==> src/pcc_vmem.sv <==
// vertex store: one write port, one registered read port
// no package dependencies
module pcc_vmem #(
	parameter int DEPTH = 64,
	parameter int AW    = 6
) (
	input  logic          clk,
	input  logic          we,
	input  logic [AW-1:0] waddr,
	input  logic [47:0]   wdata,
	input  logic [AW-1:0] raddr,
	output logic [47:0]   rdata
);
	logic [47:0] mem_q [DEPTH];
	logic [47:0] rdata_q;

	// write port
	always_ff @(posedge clk) begin
		if (we) begin
			mem_q[waddr] <= wdata;
		end
	end

	// registered read
	always_ff @(posedge clk) begin
		rdata_q <= mem_q[raddr];
	end

	assign rdata = rdata_q;
endmodule

==> config.mk <==
export PLATFORM = sky130hd
export DESIGN_NAME = pcc_vmem
export DESIGN_NICKNAME = d
export VERILOG_FILES = /design/src/pcc_vmem.sv
export SDC_FILE = /design/constraint.sdc
export NUM_CORES = 2
export LEC_CHECK = 0
export ABC_AREA = 0
export BUFFER_PORTS_ARGS = -buffer_cell sky130_fd_sc_hd__buf_2
export CAP_MARGIN = 30
export CELL_PAD_IN_SITES_DETAIL_PLACEMENT = 1
export CELL_PAD_IN_SITES_GLOBAL_PLACEMENT = 1
export CORE_MARGIN = 2
export CORE_UTILIZATION = 50
export DETAILED_ROUTE_END_ITERATION = 10
export PLACE_DENSITY = 0.68
export REMOVE_ABC_BUFFERS = 1
export SLEW_MARGIN = 30
export SYNTH_ARGS = -nofsm -noshare
export SYNTH_HDL_FRONTEND = slang
export SYNTH_SLANG_ARGS = --single-unit
==> constraint.sdc <==
create_clock -name clk -period 8.15 [get_ports clk]
set_input_delay 0.4075 -clock clk [delete_from_list [all_inputs] [get_ports clk]]
set_output_delay 0.4075 -clock clk [all_outputs]
set_load 0.005 [all_outputs]
* Word level (Yosys, flattened, before mapping)
Memory sizes are Yosys's and may differ from the RTL's. A register that Yosys moved wholly into a read port is not among the register bits.
Index checks and enable logic that the tools add are counted.
Widths: inputs -> output; s select.
** Word-level totals
- Memories kept :: 1
- Register bits after elaboration :: 0
- Bits of input ports :: 62
- Output and inout bits :: 48
- Bits in writable memories :: 3072
- Logic and storage cells :: 3
** Memories
- mem_q :: words 64, width 48, read ports 1, clocked after Yosys merged registers in 1, write ports 1, line 14 : logic [47:0] mem_q [DEPTH];
** Cells by class
- Multiplexer cells :: 2
** Operators by type and width (number)
- $mux 1 :: 2

* Longest topological paths before layout
- Depth after elaboration :: 2
- Depth in mapped cells :: 9
- Gate-level depth less buffers :: 5

* Least setup slack after synthesis
No wires, ideal clock.
- Path type :: input port to flip-flop
- From :: input port waddr[3]
- To :: memory mem_q[48][0] (enable)
- Arrival :: 4.180 ns
- Stages :: 4
- Buffers on the path :: 1
- Path slack :: 3.458 ns
- Cells stage by stage :: clkbuf_1 > nor2b_1 > nand4b_1 > nor3_1
** RTL lines
- from (decl) :: line 9 : input logic [AW-1:0] waddr,
- to (decl) :: line 14
No word-level cell before the write port.

==> flow_metrics.tcl <==
set metrics [dict create \
    path_cells "buf_8 -> buf_12 -> buf_4 -> mux4_2 -> o221ai_1 -> a21oi_1 -> a21oi_1 -> a221oi_1" \
    synth_warnings 0 \
    area_delta_synth_final_pct 13.6 \
    setup_ws_ps 5160 \
    power_density_mw_per_mm2 255 \
    layout_commonest_cell "edfxtp_1" \
    final_cell_mix "3072 x edfxtp_1, 754 x mux4_2, 344 x clkbuf_16, 175 x buf_4, 122 x o22ai_1" \
    fin_hold_ws_ps -20.0 \
    hold_class "primary input to register" \
    rows 177 \
    cts_buffers 336 \
    wl_mm 327 \
    max_freq_mhz 335 \
    pre_cts_ws_ps 4220 \
    drc 0 \
    viasPerCell 6.58 \
    ctsHoldBuffers 2 \
    leakagePower_nw 41.3 \
    cts-root-buf "clkbuf_16" \
    io_buffers 109 \
    failed_checks "hold timing" \
    drive_above_1_share 0.285 \
    status "finished with violations" \
    die_h_um 488 \
    grt_pass1_wl_mm 461 \
    firstDrtPassIters 5 \
    crit_type "primary input to register" \
    fin_cells 8701 \
    place_inst 8091 \
    h-tree-depth 5 \
    clk_path_buf_depth 4 \
    cap_violations 0 \
    synth_area_sq_mm 0.117 \
    startpoint_type "primary input" \
    track_usage 0.277 \
    slowest_delay_ps 890 \
    ant_nets 0 \
    grt_pass1_vias 59789 \
    cp-end-kind "register" \
    synthTopCellsByArea "edfxtp_1 79%, mux4_2 14%, dfxtp_1 0.82%" \
    period_needed_ps 2990 \
    cp_slowest_cell "buf_4" \
    synth-seq-cells 3120 \
    core_area_sq_mm 0.233 \
    wl_per_cell_um 37.6 \
    synthDistinctLibCells 36 \
    synth_top_area_share 0.788 \
    vias 57274 \
    drt_iter0_markers 7258 \
    synth_area_leader_cell "edfxtp_1" \
    arrival_ps 3750 \
    path_max_fanout 109 \
    synthCells 4970 \
    rsz0062_at_grt "no" \
    path_clk_slew_ps 60 \
    cts_tree "done" \
    ios 110 \
    gp_congestion 0.768 \
    relSlewSlack 0.291 \
    avgSynthCellArea_sq_um 23.6 \
    drv_slew 0 \
    synth_seq_area_share 0.796 \
    post_cts_buffers 0 \
    cts_num_sinks 3120 \
    die_x_um 488 \
    tightest_slew_ps 1060 \
    die_area_sq_mm 0.238 \
    cts_resized 0 \
    path_common_cell "a21oi_1" \
    grt_max_degree 123 \
    hpwlAfterDp_mm 173 \
    nets 5374 \
    setup_viol 0 \
    gr-total-overflow 0 \
    setup_tns_ps 0 \
    vdd_drop_max_v 0.000191 \
    clk-insertion-delay-late_ps 950 \
    cp.required_ps 8910 \
    period_share 0.366 \
    initial_utilization 0.503 \
    hold_viol 45 \
    antenna_found_initial 17 \
    finClkSkew_ps 56.9 \
]
==> final timing paths <==
path              endpoint  slack, ps           from  depth (start not counted)
min          mem_q[10][27]        -20      wdata[27]                          1
max reg2reg      rdata[38]       6170  mem_q[39][38]                          5
min reg2reg      rdata[39]        850  mem_q[34][39]                          5
max               rdata[1]       5160       raddr[2]                          8
==> final cells by class <==
class                   instances  area, sq um
diodes                          7         17.5
clock buffers                 434         9130
clock inverters               154         1310
fillers                     19047        99700
multi-input cells            1568        23000
flip-flops and latches       3120        93200
well taps                    3132         3920
repair buffers                286         2480
==> metrics by stage <==
step / cell area [sq um] / power, mW / util
CTS: 133000 / 34.2 / 0.570
global route: 133000 / 34.8 / 0.572
finish: 133000 / 34.0 / 0.572
global placement: 122000 / 19.6 / 0.524
floorplan: 116000 / 18.8 / -
detailed placement: 122000 / 19.7 / 0.525
==> cells by family (layout without fill, tap and decap cells) <==
logic type      after synthesis  after routing  synth area share
other cells                   0              7                 0
compound gates              486            486            0.0302
mux                         829            829             0.152
flops                      3120           3120             0.796
simple gates                253            253           0.00957
buf+inv                     282            874            0.0128
==> registers in the layout (all words and copies together) (netlist names) <==
signal / flops
mem_q: 3072
rdata: 48
==> synth_stat cells <==
library cell  count
edfxtp_1       3072
mux4_2          754
nor2_1          132
o22ai_1         122
buf_2            98
clkbuf_1         98
a221oi_1         83
a21oi_1          74
a22oi_1          72
mux2i_1          63
buf_4            62
a22o_1           57
nand2_1          55
dfxtp_1          48
a211oi_1         32
o221ai_1         28
nor2b_1          24
buf_1            12
mux2_2           12
a311oi_1         11
buf_6            11
nand2b_1         10
nand3_1           7
a31o_2            5
nand3b_1          5
or3b_2            4
and2_1            3
nor3_1            3
or2_2             3
or3_1             3
nand4_1           2
a311o_1           1
a31oi_1           1
and3_1            1
clkbuf_2          1
nand4b_1          1
==> power breakdown <==
part	internal (mW)	switching [mW]
clock	8.56	6.08
sequential	17.8	0.0644
combinational	0.557	0.950
==> routing by layer <==
metal  global-route usage  share of wire  vias up  wire length [um]
met3               0.0479          0.087      715             28300
met5                    0       0.000040        -                13
li1                     -              -    22171                 -
met4                0.108          0.042        2             13600
met2                0.443           0.49     3110            159000
met1                0.384           0.39    31276            126000
==> worst max-delay path: cells and delay by family <==
| kind | cells | cell delay (ps) |
|---|---|---|
| buffers and inverters | 3 | 1760 |
| muxes | 1 | 440 |
| AOI/OAI and AO/OA | 4 | 780 |
No activity file was read; power rests on OpenSTA's default activity.
