### config.mk
export PLATFORM = sky130hd
export DESIGN_NAME = pcc_alu
export DESIGN_NICKNAME = d
export VERILOG_FILES = /design/src/pcc_pkg.sv /design/src/pcc_alu.sv
export SDC_FILE = /design/constraint.sdc
export NUM_CORES = 2
export LEC_CHECK = 0
export ABC_AREA = 1
export BUFFER_PORTS_ARGS = -buffer_cell sky130_fd_sc_hd__buf_2
export CORE_AREA = 5 5 266 268
export CTS_CLUSTER_SIZE = 20
export DETAILED_ROUTE_END_ITERATION = 8
export DIE_AREA = 0 0 271 273
export PLACE_DENSITY_LB_ADDON = 0.2
export SETUP_SLACK_MARGIN = 0.02
export SYNTH_ARGS = -nofsm -noshare
export SYNTH_HDL_FRONTEND = slang
export SYNTH_SLANG_ARGS = --single-unit
### constraint.sdc
create_clock -name clk -period 8.6 [get_ports clk]
set_input_delay 0.43 -clock clk [delete_from_list [all_inputs] [get_ports clk]]
set_output_delay 0.43 -clock clk [all_outputs]
set_load 0.02 [all_outputs]
### src/pcc_pkg.sv
// shared types and constants for the polygon / circle collision block
// no dependencies; used by pcc_alu and the top level
package pcc_pkg;

	// stream payload widths
	localparam int IN_TDATA_W  = 80;
	localparam int OUT_TDATA_W = 88;
	localparam int CMP_W       = 64;
	localparam int PROD_W      = 52;

	// result kinds
	localparam logic [1:0] KIND_NONE = 2'd0;
	localparam logic [1:0] KIND_ONE  = 2'd1;
	localparam logic [1:0] KIND_TWO  = 2'd2;
	localparam logic [1:0] KIND_ACK  = 2'd3;

	// multiplier operands
	typedef struct packed {
		logic signed [25:0] a;
		logic signed [25:0] b;
	} mul_opnd_t;

	// compare-subtract status
	typedef struct packed {
		logic             ge;
		logic [CMP_W-1:0] diff;
	} cmp_res_t;

	// product / 2^24 rounded half away from zero
	function automatic logic signed [27:0] rnd24(input logic signed [PROD_W-1:0] p);
		logic [PROD_W-1:0] mag;
		logic [PROD_W-1:0] sum;
		logic [27:0]       q;
		mag = p[PROD_W-1] ? PROD_W'(-p) : PROD_W'(p);
		sum = mag + PROD_W'(1 << 23);
		q   = sum[PROD_W-1:24];
		return p[PROD_W-1] ? -$signed(q) : $signed(q);
	endfunction

endpackage

### src/pcc_alu.sv
// shared arithmetic unit: registered signed multiplier and a wide compare-subtract
// depends on pcc_pkg
module pcc_alu (
	input  logic                            clk,
	input  pcc_pkg::mul_opnd_t              mul_in,
	output logic signed [pcc_pkg::PROD_W-1:0] prod,
	input  logic [pcc_pkg::CMP_W-1:0]       cmp_a,
	input  logic [pcc_pkg::CMP_W-1:0]       cmp_b,
	output pcc_pkg::cmp_res_t               cmp_out
);
	import pcc_pkg::*;

	logic signed [PROD_W-1:0] prod_s1;

	// multiplier with result register
	always_ff @(posedge clk) begin
		prod_s1 <= mul_in.a * mul_in.b;
	end
	assign prod = prod_s1;

	// one compare-subtract step
	always_comb begin
		cmp_out.ge   = (cmp_a >= cmp_b);
		cmp_out.diff = cmp_a - cmp_b;
	end
endmodule

## Word level (Yosys, flattened, before mapping)

Index checks and enable logic that the tools add are counted.

| cells by class | value |
|---|---|
| $lt $le $gt $ge | 1 |
| multipliers | 1 |
| $add $sub $neg | 1 |

Operators with widths:

| cell | count |
|---|---|
| $ge A64 B64 Y1 | 1 |
| $sub A64 B64 Y64 | 1 |
| $mul A26 B26 Y52 | 1 |

| word-level totals | value |
|---|---|
| bits of input ports | 181 |
| logic and storage cells | 4 |
| flip-flop bits (word level) | 52 |
| output and inout port bits | 117 |

## Longest topological paths before layout

| depth | value |
|---|---|
| word-level depth | 1 |
| depth in mapped cells | 31 |
| depth with buffers taken out | 29 |

## Worst setup path after synthesis

OpenSTA, ideal clock, no wires.

| path | value |
|---|---|
| path type | input to register |
| start point | in mul_in[51] (netlist bit) |
| end point | reg prod_s1[51], in the netlist prod[51] |
| path slack | 2.180 ns |
| arrival time | 6.308 ns |
| required time | 8.488 ns |
| library setup time | 0.112 ns |
| stages on the path | 25 |
| path buffers | 2 |
| path through | clkbuf_1 clkbuf_1 nand2_1 fa_1 inv_1 fa_1 inv_1 fa_1 inv_1 fa_1 inv_1 fa_1 fa_1 fa_1 inv_1 ha_1 nand2_1 nor3_1 nand2_1 nor2_1 nand2_1 nand3_1 inv_1 nand2_1 nand2_1 |

| on the way | value |
|---|---|
| cells in the longest elaborated chain, start to end | 1 |

RTL lines:

| element | RTL line | source |
|---|---|---|
| start: declaration | pcc_alu.sv:5 | `input pcc_pkg::mul_opnd_t mul_in,` |
| $mul A26 B26 Y52 | pcc_alu.sv:17 | `prod_s1 <= mul_in.a * mul_in.b;` |
| end signal: assignment | pcc_alu.sv:17 |  |
| end: declaration | pcc_alu.sv:13 | `logic signed [PROD_W-1:0] prod_s1;` |

No other way between the ends.

## Worst setup path in the final report

| path | value |
|---|---|
| start point | in mul_in[2] (netlist bit) |
| end point | reg prod_s1[39], in the netlist prod[39] |

Same word-level chain as after synthesis.

==> run metrics <==
crit path kind=in2reg; Post-Syn Area=33,700 sq um; met3 usage=2.70%; clock tree buffer depth=2; startpoint type of the worst setup path=input port; vias in the first global route=30,700; Setup-failing EPs final=0; DR vias=29,200; Syn Nets=5,999; Slew @ Worst Pin=816 ps; hold depth=3; ANT nets after route=0; starting density of the core=49.5%; wire length per cell=16.3 um; largest net degree at the start of global routing=27; RD Place Congestion=1.02; setup TNS=0 ps; clock sink total=52; Worst path most repeated cell=inv_1; Core Region=68,100 sq um; Area Growth Syn to Fin=6.57%; Die Area=74,000 sq um; Unique masters post-synth=32; Slew headroom=45.6%; Resize count post-CTS=0; WP depth=24; total wire length=96,800 um; Die H=273 um; DR pass1 iterations=7; slowest CP cell=fa_1; CP endpoint kind=register; WP buf/inv=8; CP max stage delay=1030 ps; Avg Inst Size Synth=6.89 sq um; Root Driver=clkbuf_16; post-synthesis register bit count=52; yosys warns=0; first-pass GRT wire length=160,000 um; crit-path max FO=26; share of layout cells above drive strength 1=7.72%; Filler cells=6,897; worst endpoint required time=8860 ps; gr ovfl total=0; initial antenna violation count=3; initial drt markers=1,849; Synth area leaders=fa_1 (42%), nand2_1 (18%), inv_1 (17%); final net count=6,152; FMAX=147 MHz; DPL Wire Length=83,700 um; port buffer count=297; Max-Cap Viols=0; num ports=298; CTS Buf Count=5; Crit path max-delay family=adder cells; CP cell instances=buf_2 -> nand2_1 -> inv_1 -> fa_1 -> fa_1 -> fa_1 -> inv_1 -> fa_1 -> inv_1 -> fa_1 -> inv_1 -> fa_1 -> inv_1 -> ha_1 -> nand2_1 -> nor2_1 -> inv_1 -> nor2_1 -> inv_1 -> nor2_1 -> nand3b_1 -> nand3_1 -> nand2_1 -> nand2_1; Seq/Total Area, Yosys=3.09%; GR Util met2=48.5%; area leader, netlist=fa_1; Via density=4.92; worst hold path type=in2reg; Worst EP arrival=7090 ps; global-route usage over all layers=26.8%; final critical-path setup slack=1770 ps; H-Tree Level Count=2; Post-CTS Repair Setup Buffers=0; pre-CTS setup slack=1530 ps; post-synth top area share=42.2%; status=complete, no violations; fin crit share=79.4%; max reg flops=52; TritonCTS clock tree=yes; DRC=0; Clk pin slew, worst setup/hold paths=80 ps; Storage cell area=1040 sq um; M1 GR Usage=35.5%; gr busiest metal=met2; Max Slew Vio Count=0; hold-fix buffers at CTS=0; hold endpoint=prod[0]$_DFF_P_; area of the multi-input gates=26,400 sq um; RSZ-0062 raised after global routing=no; row count=96; min cycle time layout=6830 ps; die width=271 um; hold_sp=mul_in[26]; Synth Instances=4,897; Hold Violations, Final=0
-- cells in the mapped netlist (all sizes together) --
| library cell | instances |
|---|---|
| fa | 711 |
| o21a | 1 |
| xnor2 | 8 |
| nand3 | 109 |
| or2 | 5 |
| nand3b | 5 |
| o21ai | 28 |
| o21bai | 17 |
| xor2 | 55 |
| and3b | 2 |
| and2 | 2 |
| inv | 1531 |
| dfxtp | 52 |
| nor3 | 19 |
| clkinv | 2 |
| nand2 | 1613 |
| and3 | 6 |
| ha | 210 |
| nand4 | 36 |
| buf | 3 |
| a21oi | 107 |
| clkbuf | 153 |
| nor2 | 216 |
| nor4 | 6 |
-- cell families after synthesis --
kind of cell / synth area share, %
flip-flops: 3.09
AO/OA/AOI/OAI: 2.40
AND/OR/NAND/NOR: 24.1
adder cells (fa/ha/maj): 50.0
XOR/XNOR: 1.64
buffers and inverters: 18.8
-- metal layers --
metal	vias up	wire length, um	part of all wire (%)
met2	927	48400	50
li1	13900	-	-
met1	14200	40400	42
met4	0	2080	2.1
met5	-	0	0
met3	125	5890	6.1
-- how the worst max path moves through the flow --
stage	startpoint	endpoint	slack, ps
2_1_floorplan	mul_in[51]	prod[51]$_DFF_P_	2180
3_3_place_gp	mul_in[2]	prod[51]$_DFF_P_	1590
3_5_place_dp	mul_in[2]	prod[51]$_DFF_P_	1530
4_1_cts	mul_in[2]	prod[51]$_DFF_P_	1810
5_1_grt	mul_in[2]	prod[51]$_DFF_P_	1340
6_report	mul_in[2]	prod[39]$_DFF_P_	1770
-- metrics by stage --
| stage | hold slack, ps | area, sq um | cells | utilization [%] |
|---|---|---|---|---|
| floorplan | 716 | 33700 | 4897 | - |
| global placement | 847 | 35800 | 5925 | 52.5 |
| detailed placement | 846 | 35800 | 5925 | 52.5 |
| CTS | 684 | 36000 | 5933 | 52.8 |
| global route | 734 | 36000 | 5935 | 52.8 |
| finish | 684 | 36000 | 5935 | 52.8 |
-- placed cells by master (no fill, tap or decap), drive strengths merged, types with 8 or more instances in the layout --
cell    synthesis  routed
nand2        1613    1613
inv          1531    1532
fa            711     711
buf             3     302
nor2          216     216
ha            210     210
nand3         109     109
a21oi         107     107
xor2           55      55
dfxtp          52      52
nand4          36      36
o21ai          28      28
nor3           19      19
o21bai         17      17
xnor2           8       8
-- final cells by class --
class / instances / share of cell area, %
multi-input cells: 3156 / 73.3
well taps: 882 / 3.07
repair buffers: 302 / 4.24
inverters: 1533 / 16.0
flip-flops and latches: 52 / 2.90
clock inverters: 3 / 0.129
diodes: 2 / 0.0139
clock buffers: 5 / 0.348
-- tightest hold or removal path, cell delays in order --
cell,delay [ps]
buf_2,320
nand2_1,140
inv_1,40
Power is not shown: default switching activity piles up to over one toggle a cycle in this logic, so the estimate is an artifact.
